**config.mk**
```make
export PLATFORM = sky130hd
export DESIGN_NAME = sha1_message_hash_unit_flat
export DESIGN_NICKNAME = d
export VERILOG_FILES = /design/src/sv/sha1mh_pkg.sv /design/src/sv/sha1mh_if.sv /design/src/sv/sha1mh_datapath.sv /design/src/sv/sha1mh_controller.sv /design/src/sv/sha1_message_hash_unit.sv /design/src/flat_wrapper.sv
export SDC_FILE = /design/constraint.sdc
export NUM_CORES = 2
export LEC_CHECK = 0
export ABC_AREA = 1
export ABC_CLOCK_PERIOD_IN_PS = 5120
export BUFFER_PORTS_ARGS = -buffer_cell sky130_fd_sc_hd__buf_2
export CAP_MARGIN = 20
export CORE_ASPECT_RATIO = 1.1
export CORE_UTILIZATION = 55
export DETAILED_ROUTE_END_ITERATION = 7
export PLACE_DENSITY = 0.73
export SYNTH_ARGS = -nofsm -noshare
export SYNTH_HDL_FRONTEND = slang
export SYNTH_SLANG_ARGS = --single-unit
```
**constraint.sdc**
```tcl
create_clock -name clock -period 5.12 [get_ports clock]
set_input_delay 0.512 -clock clock [delete_from_list [all_inputs] [get_ports clock]]
set_output_delay 0.512 -clock clock [all_outputs]
set_load 0.01 [all_outputs]
```
**src/sv/sha1mh_pkg.sv**
```systemverilog
`default_nettype none

package sha1mh_pkg;

   // controller states
   typedef enum logic [2:0] {
      ST_IDLE,
      ST_PAD,
      ST_LEN,
      ST_LOAD,
      ST_ROUND,
      ST_ADD,
      ST_EMIT
   } state_type;

   // what happens once the running compression is done
   typedef enum logic [1:0] {
      FOLLOW_IDLE,
      FOLLOW_PAD,
      FOLLOW_LEN,
      FOLLOW_EMIT
   } follow_type;

   // commands from controller to datapath
   typedef struct packed {
      logic       load_byte;
      logic       pad;
      logic       len;
      logic       start;
      logic       round;
      logic [1:0] round_grp;
      logic       add;
      logic       clear;
      logic [2:0] word_sel;
   } cmd_type;

   // status from datapath to controller
   typedef struct packed {
      logic blk_full;
      logic pad_two;
   } status_type;

   localparam logic [6:0] ROUND_LAST    = 7'd79;
   localparam logic [2:0] LAST_WORD_IDX = 3'd4;

   localparam logic [31:0] INIT_WORDS [5] = '{
      32'h67452301, 32'hefcdab89, 32'h98badcfe, 32'h10325476, 32'hc3d2e1f0
   };

   localparam logic [31:0] ROUND_K [4] = '{
      32'h5a827999, 32'h6ed9eba1, 32'h8f1bbcdc, 32'hca62c1d6
   };

endpackage

`default_nettype wire

```
**src/sv/sha1mh_if.sv**
```systemverilog
`default_nettype none

// message byte channel
interface sha1mh_req_if;
   logic       valid;
   logic       ready;
   logic [7:0] data_byte;
   logic       has_byte;
   logic       last_byte;

   modport source(output valid, output data_byte, output has_byte, output last_byte,
                  input ready);
   modport sink(input valid, input data_byte, input has_byte, input last_byte,
                output ready);
endinterface

// digest word channel
interface sha1mh_rsp_if;
   logic        valid;
   logic        ready;
   logic [31:0] digest_word;
   logic        last_word;

   modport source(output valid, output digest_word, output last_word, input ready);
   modport sink(input valid, input digest_word, input last_word, output ready);
endinterface

`default_nettype wire

```
**src/sv/sha1mh_datapath.sv**
```systemverilog
`default_nettype none

module sha1mh_datapath (
   input  wire logic                 clock,
   input  wire logic                 reset,
   input  wire logic [7:0]           data_byte,
   input  wire sha1mh_pkg::cmd_type  cmd,
   output sha1mh_pkg::status_type    status,
   output logic [31:0]               digest_word
);
   import sha1mh_pkg::*;

   logic [60:0] count_ff, count_in;
   logic [31:0] chain_ff [5];
   logic [31:0] chain_in [5];
   logic [31:0] blk_ff [16];
   logic [31:0] blk_in [16];
   logic [31:0] a_ff, b_ff, c_ff, d_ff, e_ff;
   logic [31:0] a_in, b_in, c_in, d_in, e_in;

   logic [5:0]  pos;
   logic [4:0]  byte_sh;
   logic [4:0]  pad_sh;
   logic [63:0] bit_len;
   logic [31:0] f_val;
   logic [31:0] t_val;
   logic [31:0] w_next;

   assign pos     = count_ff[5:0];
   assign byte_sh = {~pos[1:0], 3'b000};
   assign pad_sh  = {pos[1:0], 3'b000};
   assign bit_len = {count_ff, 3'b000};

   assign status.blk_full = (pos == 6'd63);
   assign status.pad_two  = (pos >= 6'd56);

   // round function
   always_comb begin
      case (cmd.round_grp)
         2'd0:    f_val = (b_ff & c_ff) | (d_ff & ~b_ff);
         2'd2:    f_val = (b_ff & c_ff) | (b_ff & d_ff) | (c_ff & d_ff);
         default: f_val = b_ff ^ c_ff ^ d_ff;
      endcase
   end

   assign t_val  = {a_ff[26:0], a_ff[31:27]} + f_val + e_ff + blk_ff[0]
                 + ROUND_K[cmd.round_grp];
   assign w_next = {blk_ff[13][30:0] ^ blk_ff[8][30:0] ^ blk_ff[2][30:0] ^ blk_ff[0][30:0],
                    blk_ff[13][31] ^ blk_ff[8][31] ^ blk_ff[2][31] ^ blk_ff[0][31]};

   // next values of all storage
   always_comb begin
      count_in = count_ff;
      chain_in = chain_ff;
      blk_in   = blk_ff;
      a_in     = a_ff;
      b_in     = b_ff;
      c_in     = c_ff;
      d_in     = d_ff;
      e_in     = e_ff;

      // byte insert, big-endian within the word
      if (cmd.load_byte) begin
         blk_in[pos[5:2]] = (blk_ff[pos[5:2]] & ~(32'h000000ff << byte_sh))
                          | ({24'd0, data_byte} << byte_sh);
         count_in = count_ff + 61'd1;
      end

      // 0x80 marker, zero fill, and length when it fits
      if (cmd.pad) begin
         for (int j = 0; j < 16; j++) begin
            if (4'(j) == pos[5:2]) begin
               blk_in[j] = (blk_ff[j] & ~(32'hffffffff >> pad_sh))
                         | (32'h80000000 >> pad_sh);
            end else if (4'(j) > pos[5:2]) begin
               blk_in[j] = 32'd0;
            end
         end
         if (!status.pad_two) begin
            blk_in[14] = bit_len[63:32];
            blk_in[15] = bit_len[31:0];
         end
      end

      // extra length-only block
      if (cmd.len) begin
         for (int j = 0; j < 14; j++) begin
            blk_in[j] = 32'd0;
         end
         blk_in[14] = bit_len[63:32];
         blk_in[15] = bit_len[31:0];
      end

      if (cmd.start) begin
         a_in = chain_ff[0];
         b_in = chain_ff[1];
         c_in = chain_ff[2];
         d_in = chain_ff[3];
         e_in = chain_ff[4];
      end

      // one round, schedule shifts down by one word
      if (cmd.round) begin
         a_in = t_val;
         b_in = a_ff;
         c_in = {b_ff[1:0], b_ff[31:2]};
         d_in = c_ff;
         e_in = d_ff;
         for (int j = 0; j < 15; j++) begin
            blk_in[j] = blk_ff[j + 1];
         end
         blk_in[15] = w_next;
      end

      if (cmd.add) begin
         chain_in[0] = chain_ff[0] + a_ff;
         chain_in[1] = chain_ff[1] + b_ff;
         chain_in[2] = chain_ff[2] + c_ff;
         chain_in[3] = chain_ff[3] + d_ff;
         chain_in[4] = chain_ff[4] + e_ff;
      end

      if (cmd.clear) begin
         chain_in = INIT_WORDS;
         count_in = 61'd0;
      end
   end

   // chaining words and count
   always_ff @(posedge clock) begin
      if (reset) begin
         chain_ff <= INIT_WORDS;
         count_ff <= 61'd0;
      end else begin
         chain_ff <= chain_in;
         count_ff <= count_in;
      end
   end

   // block and working words
   always_ff @(posedge clock) begin
      blk_ff <= blk_in;
      a_ff   <= a_in;
      b_ff   <= b_in;
      c_ff   <= c_in;
      d_ff   <= d_in;
      e_ff   <= e_in;
   end

   // digest word select
   always_comb begin
      case (cmd.word_sel)
         3'd1:    digest_word = chain_ff[1];
         3'd2:    digest_word = chain_ff[2];
         3'd3:    digest_word = chain_ff[3];
         3'd4:    digest_word = chain_ff[4];
         default: digest_word = chain_ff[0];
      endcase
   end

endmodule

`default_nettype wire

```
**src/sv/sha1mh_controller.sv**
```systemverilog
`default_nettype none

module sha1mh_controller (
   input  wire logic                    clock,
   input  wire logic                    reset,
   input  wire logic                    req_valid,
   input  wire logic                    req_has,
   input  wire logic                    req_last,
   output logic                         req_ready,
   output logic                         rsp_valid,
   input  wire logic                    rsp_ready,
   output logic                         last_word,
   input  wire sha1mh_pkg::status_type  status,
   output sha1mh_pkg::cmd_type          cmd
);
   import sha1mh_pkg::*;

   state_type  state_ff, state_in;
   follow_type follow_ff, follow_in;
   logic [6:0] round_ff, round_in;
   logic [2:0] word_ff, word_in;

   // next state
   always_comb begin
      state_in  = state_ff;
      follow_in = follow_ff;
      round_in  = round_ff;
      word_in   = word_ff;
      unique case (state_ff)
         ST_IDLE: begin
            if (req_valid) begin
               if (req_has && status.blk_full) begin
                  follow_in = req_last ? FOLLOW_PAD : FOLLOW_IDLE;
                  state_in  = ST_LOAD;
               end else if (req_last) begin
                  state_in = ST_PAD;
               end
            end
         end
         ST_PAD: begin
            follow_in = status.pad_two ? FOLLOW_LEN : FOLLOW_EMIT;
            state_in  = ST_LOAD;
         end
         ST_LEN: begin
            follow_in = FOLLOW_EMIT;
            state_in  = ST_LOAD;
         end
         ST_LOAD: begin
            round_in = 7'd0;
            state_in = ST_ROUND;
         end
         ST_ROUND: begin
            round_in = round_ff + 7'd1;
            if (round_ff == ROUND_LAST) begin
               state_in = ST_ADD;
            end
         end
         ST_ADD: begin
            unique case (follow_ff)
               FOLLOW_IDLE: state_in = ST_IDLE;
               FOLLOW_PAD:  state_in = ST_PAD;
               FOLLOW_LEN:  state_in = ST_LEN;
               FOLLOW_EMIT: begin
                  word_in  = 3'd0;
                  state_in = ST_EMIT;
               end
               default:     state_in = ST_IDLE;
            endcase
         end
         ST_EMIT: begin
            if (rsp_ready) begin
               word_in = word_ff + 3'd1;
               if (word_ff == LAST_WORD_IDX) begin
                  state_in = ST_IDLE;
               end
            end
         end
         default: state_in = ST_IDLE;
      endcase
   end

   // outputs and datapath commands
   always_comb begin
      req_ready     = 1'b0;
      rsp_valid     = 1'b0;
      cmd           = '0;
      cmd.word_sel  = word_ff;
      if (round_ff < 7'd20) begin
         cmd.round_grp = 2'd0;
      end else if (round_ff < 7'd40) begin
         cmd.round_grp = 2'd1;
      end else if (round_ff < 7'd60) begin
         cmd.round_grp = 2'd2;
      end else begin
         cmd.round_grp = 2'd3;
      end
      unique case (state_ff)
         ST_IDLE: begin
            req_ready     = 1'b1;
            cmd.load_byte = req_valid && req_has;
         end
         ST_PAD:   cmd.pad   = 1'b1;
         ST_LEN:   cmd.len   = 1'b1;
         ST_LOAD:  cmd.start = 1'b1;
         ST_ROUND: cmd.round = 1'b1;
         ST_ADD:   cmd.add   = 1'b1;
         ST_EMIT: begin
            rsp_valid = 1'b1;
            cmd.clear = rsp_ready && (word_ff == LAST_WORD_IDX);
         end
         default: ;
      endcase
   end

   assign last_word = (word_ff == LAST_WORD_IDX);

   // control registers
   always_ff @(posedge clock) begin
      if (reset) begin
         state_ff  <= ST_IDLE;
         follow_ff <= FOLLOW_IDLE;
         round_ff  <= 7'd0;
         word_ff   <= 3'd0;
      end else begin
         state_ff  <= state_in;
         follow_ff <= follow_in;
         round_ff  <= round_in;
         word_ff   <= word_in;
      end
   end

   // no byte is taken while a digest is being delivered
   a_no_overlap: assert property (@(posedge clock) disable iff (reset)
      rsp_valid |-> !req_ready)
      else $error("input taken during digest delivery");

   // round counter stays within the 80 rounds
   a_round_range: assert property (@(posedge clock) disable iff (reset)
      (state_ff == ST_ROUND) |-> (round_ff <= ROUND_LAST))
      else $error("round counter out of range");

   // final compression leads to delivery starting at word 0
   a_emit_start: assert property (@(posedge clock) disable iff (reset)
      (state_ff == ST_ADD && follow_ff == FOLLOW_EMIT) |=>
      (state_ff == ST_EMIT && word_ff == 3'd0))
      else $error("digest delivery did not start at word 0");

   // delivery ends after the fifth word
   a_emit_end: assert property (@(posedge clock) disable iff (reset)
      (state_ff == ST_EMIT && word_ff == LAST_WORD_IDX && rsp_ready) |=>
      (state_ff == ST_IDLE))
      else $error("digest delivery did not end after the last word");

   // word index never passes the last word while delivering
   a_word_range: assert property (@(posedge clock) disable iff (reset)
      (state_ff == ST_EMIT) |-> (word_ff <= LAST_WORD_IDX))
      else $error("digest word index out of range");

endmodule

`default_nettype wire

```
**src/sv/sha1_message_hash_unit.sv**
```systemverilog
`default_nettype none

// channel   dir   fields                                  transfer when
// req_port  in    data_byte[8] has_byte[1] last_byte[1]   valid && ready
// rsp_port  out   digest_word[32] last_word[1]             valid && ready
//
// a byte that does not fill the block is simply stored; a full block adds a
// compression (load, 80 rounds of the single round unit, chaining add)
// a message end adds a pad step and one compression, or two compressions
// plus a length step when the length no longer fits, then five digest words
// reset is synchronous and restores the initial chaining words and zero count
// input is held off while compressing or delivering; rsp stalls hold the word

module sha1_message_hash_unit (
   input  wire logic     clock,
   input  wire logic     reset,
   sha1mh_req_if.sink    req_port,
   sha1mh_rsp_if.source  rsp_port
);
   import sha1mh_pkg::*;

   cmd_type    cmd;
   status_type status;

   // sequencing of bytes, padding, rounds and digest output
   sha1mh_controller u_ctrl (
      .clock     (clock),
      .reset     (reset),
      .req_valid (req_port.valid),
      .req_has   (req_port.has_byte),
      .req_last  (req_port.last_byte),
      .req_ready (req_port.ready),
      .rsp_valid (rsp_port.valid),
      .rsp_ready (rsp_port.ready),
      .last_word (rsp_port.last_word),
      .status    (status),
      .cmd       (cmd)
   );

   // block buffer, schedule, round unit and chaining words
   sha1mh_datapath u_dp (
      .clock       (clock),
      .reset       (reset),
      .data_byte   (req_port.data_byte),
      .cmd         (cmd),
      .status      (status),
      .digest_word (rsp_port.digest_word)
   );

endmodule

`default_nettype wire

```
**src/flat_wrapper.sv**
```systemverilog
// flat-port wrapper written by rule: the top's interface ports become plain ports
module sha1_message_hash_unit_flat import sha1mh_pkg::*;
  (clock, reset, req_port_valid, req_port_data_byte, req_port_has_byte, req_port_last_byte, req_port_ready, rsp_port_valid, rsp_port_digest_word, rsp_port_last_word, rsp_port_ready);
  sha1mh_req_if req_port_i ();
  sha1mh_rsp_if rsp_port_i ();
  input  wire logic clock;
  input  wire logic reset;
  input wire logic [$bits(req_port_i.valid)-1:0] req_port_valid;
  input wire logic [$bits(req_port_i.data_byte)-1:0] req_port_data_byte;
  input wire logic [$bits(req_port_i.has_byte)-1:0] req_port_has_byte;
  input wire logic [$bits(req_port_i.last_byte)-1:0] req_port_last_byte;
  output wire logic [$bits(req_port_i.ready)-1:0] req_port_ready;
  output wire logic [$bits(rsp_port_i.valid)-1:0] rsp_port_valid;
  output wire logic [$bits(rsp_port_i.digest_word)-1:0] rsp_port_digest_word;
  output wire logic [$bits(rsp_port_i.last_word)-1:0] rsp_port_last_word;
  input wire logic [$bits(rsp_port_i.ready)-1:0] rsp_port_ready;
  assign req_port_i.valid = req_port_valid;
  assign req_port_i.data_byte = req_port_data_byte;
  assign req_port_i.has_byte = req_port_has_byte;
  assign req_port_i.last_byte = req_port_last_byte;
  assign req_port_ready = req_port_i.ready;
  assign rsp_port_valid = rsp_port_i.valid;
  assign rsp_port_digest_word = rsp_port_i.digest_word;
  assign rsp_port_last_word = rsp_port_i.last_word;
  assign rsp_port_i.ready = rsp_port_ready;
  sha1_message_hash_unit u_core (.clock(clock), .reset(reset), .req_port(req_port_i), .rsp_port(rsp_port_i));
endmodule
```
==> flow_summary.toml <==
[pwr]
seqPwrFrac = 0.358
power.internal_mw = 14.2
switching_power_mw = 8.68
peakVddDrop_mv = 0.289
power_frac_clock = 0.355
combPwrFrac = 0.287
p_leak_nw = 34.1
power_mw = 22.9
swShare = 0.379
pwr_density_cell_mw_per_mm2 = 309

[hold_path]
worst_hold_path.endpoint = "u_core.u_ctrl.state_ff[2]"
hold_path_class = "input pin to flip-flop"
holdPathStages = 2
min_from = "reset"

[worst_setup_path]
worstPathRequired_ps = 5720
max_stage_delay_ps = 520
critical_path.reg2reg.endpoint = "u_core.u_dp.a_ff[31]"
cp.arrival_ps = 5410
worst-setup-path-type = "flip-flop to flip-flop"
r2r-start = "u_core.u_ctrl.round_ff[3]"
ff2ff_path_depth = 25
path_max_fanout = 33
crit_slowest_cell = "o21ai_0"
critPathCaptureType = "flip-flop"
r2r_slack_ps = 310
crit_top_cell = "nand2_1"
start_kind = "flip-flop"

[drt]
drc = 17
antenna_left = 0
viasPerCell = 6.41
via_count = 80274
drt-total-wl_mm = 342
first_iter_violations = 12257
drt_pass1_iterations = 8
wl_per_cell_um = 27.3

[synth]
synth_top_cell_by_area = "dfxtp_1"
yosys_register_bits = 908
synth_edf_count = 193
postSynth.asyncResetShare = 0
synthTopCellsByArea = "dfxtp_1, nand2_1, edfxtp_1"
ys_types = 62
ys_seq_area_frac = 0.294
netlist.area_leader.share = 0.209
synth_fp_nets = 11281
syn_avg_cell_area_um2 = 6.26
synthFlopType = "dfxtp_1"
syn_inst = 10933
synth_warnings = 0
syn-cell-area_mm2 = 0.0685

[run]
cap_violations = 0

[finish]
postLayoutCoreUtil = 0.601
final_cell_mix = "nand2_1, inv_1, a21oi_1, nor2_1, o21ai_0"
areaGrowthSynthToFinish_pct = 8.30
mostFrequentLayoutCell = "nand2_1"
drive_gt1_frac = 0.0585
fill_cells = 11955
nets = 11124

[timing]
fin_hold_ws_ps = 69.3
maxSlewHeadroom = -0.109
tightest_slew_ps = 1660
finalCriticalPeriod_ps = 4810
fmax_ghz = 0.208
drv_slew = 2
setup_viol_count_final = 0
final.period_utilization = 0.939
fin_tns_setup_ps = 0
finClkSkew_ps = 67.6
hold_viol_final = 0

[clocking]
post_cts_buffers = 0
htreeDepth = 3
cts_hold_repair.buffers = 0
insertion_delay_ps = 790
cts_tree = "built"
cts.path.max_buffers = 3
cts-root-buf = "clkbuf_16"
clk_pin_slew_ps = 60
cts_buffers = 106
cts.sinks = 908

[global_route]
grt_pass1_wl_mm = 489
grt_pass1_vias = 74072
track_usage = 0.523
antenna_found_initial = 15
overflow = 0
grt_max_degree = 152

[outcome]
violations = "DRC, slew limit"
status = "complete, but fails checks"

[floorplanning]
rows = 135
die-width_um = 338
start_util = 0.555
die_h_um = 372
die_area_mm2 = 0.126
io_pins = 49
core-area_mm2 = 0.123

[placed_design]
hpwl_mm = 248
gp_congestion = 1.14
port_buffers = 48
==> metal layers <==
layer | part of all wire | routed length [um] | GRT usage
met5 | 0.00017 | 59 | 0.00114
met4 | 0.13 | 43300 | 0.548
met3 | 0.14 | 48800 | 0.170
met2 | 0.41 | 140000 | 0.781
met1 | 0.32 | 110000 | 0.571
==> critical path: cells and delay by family, from the launching register on <==
| kind | cells | cell delay [ps] |
|---|---|---|
| DFF | 1 | 360 |
| AOI/OAI and AO/OA | 3 | 700 |
| buffers and inverters | 7 | 820 |
| and+or+nand+nor | 11 | 1130 |
| adders and majority gates | 4 | 1610 |
==> how the worst max path moves through the flow <==
stage                                         start                   end  slack [ps]  cells past startpoint
after global placement    u_core.u_ctrl.round_ff[3]  u_core.u_dp.a_ff[31]         230                     23
after CTS                 u_core.u_ctrl.round_ff[3]  u_core.u_dp.a_ff[18]         130                     23
after detailed placement  u_core.u_ctrl.round_ff[3]  u_core.u_dp.a_ff[31]         200                     23
final                     u_core.u_ctrl.round_ff[3]  u_core.u_dp.a_ff[31]         310                     25
after floorplan           u_core.u_ctrl.round_ff[4]  u_core.u_dp.a_ff[15]          90                     31
after global routing      u_core.u_ctrl.round_ff[3]  u_core.u_dp.a_ff[19]          -6                     24
==> flip-flops by register name (all words and copies together) (netlist names), named ones only <==
| register | count |
|---|---|
| u_core.u_dp.e_ff | 32 |
| u_core.u_ctrl.word_ff | 3 |
| u_core.u_ctrl.follow_ff | 2 |
| u_core.u_dp.a_ff | 32 |
| u_core.u_dp.blk_ff | 511 |
| u_core.u_ctrl.state_ff | 3 |
| u_core.u_dp.b_ff | 32 |
| u_core.u_dp.count_ff | 61 |
| u_core.u_dp.chain_ff | 160 |
| u_core.u_dp.c_ff | 32 |
| u_core.u_dp.d_ff | 32 |
| u_core.u_ctrl.round_ff | 7 |
==> synthesized netlist by cell type, types with 95 or more instances <==
library cell,instances
nand4_1,111
nor3_1,105
o22ai_1,95
a21oi_1,928
inv_1,1208
edfxtp_1,193
ha_1,209
o21ai_0,756
clkbuf_1,377
nand2_1,3656
nand3_1,745
dfxtp_1,715
fa_1,125
nor2_1,804
==> metrics by stage <==
stage	setup WS (ps)	area, um2	instances
5_1_grt	-6.06	74100	12515
3_3_place_gp	230	70400	12309
2_1_floorplan	88.5	68500	10933
4_1_cts	135	74100	12511
6_report	310	74100	12522
3_5_place_dp	197	70500	12310
==> cell type report <==
type	count	area, um2	share of cell area
repair buffers	273	2180	0.0294
diodes	9	22.5	0.000304
clock inverters	48	559	0.00754
well taps	1644	2060	0.0277
clock buffers	153	3040	0.0410
inverters	1253	4730	0.0638
multi-input cells	8234	41400	0.559
flip-flops and latches	908	20100	0.271
==> power groups by stage <==
stage / Sequential, mW / Combinational (mW) / Clock (mW)
CTS: 8.13 / 6.32 / 8.04
finish: 8.21 / 6.58 / 8.12
floorplan: 7.97 / 4.04 / 0
global route: 8.19 / 7.15 / 8.30
global placement: 8.28 / 6.25 / 0
detailed placement: 8.29 / 6.28 / 0
==> what timing repair did <==
| item | 4_1_cts | 5_1_grt |
|---|---|---|
| endpoints found under the hold margin | 0 | 0 |
| resized for setup | 0 | 20 |
| setup endpoints to repair | 0 | 22 |
==> kinds of logic after synthesis <==
group | synth area share
buf+inv | 0.104
xor+xnor | 0.0209
flops | 0.294
fa+ha+maj | 0.0748
compound gates | 0.170
simple gates | 0.337
Power figures use the tool's default switching activity.
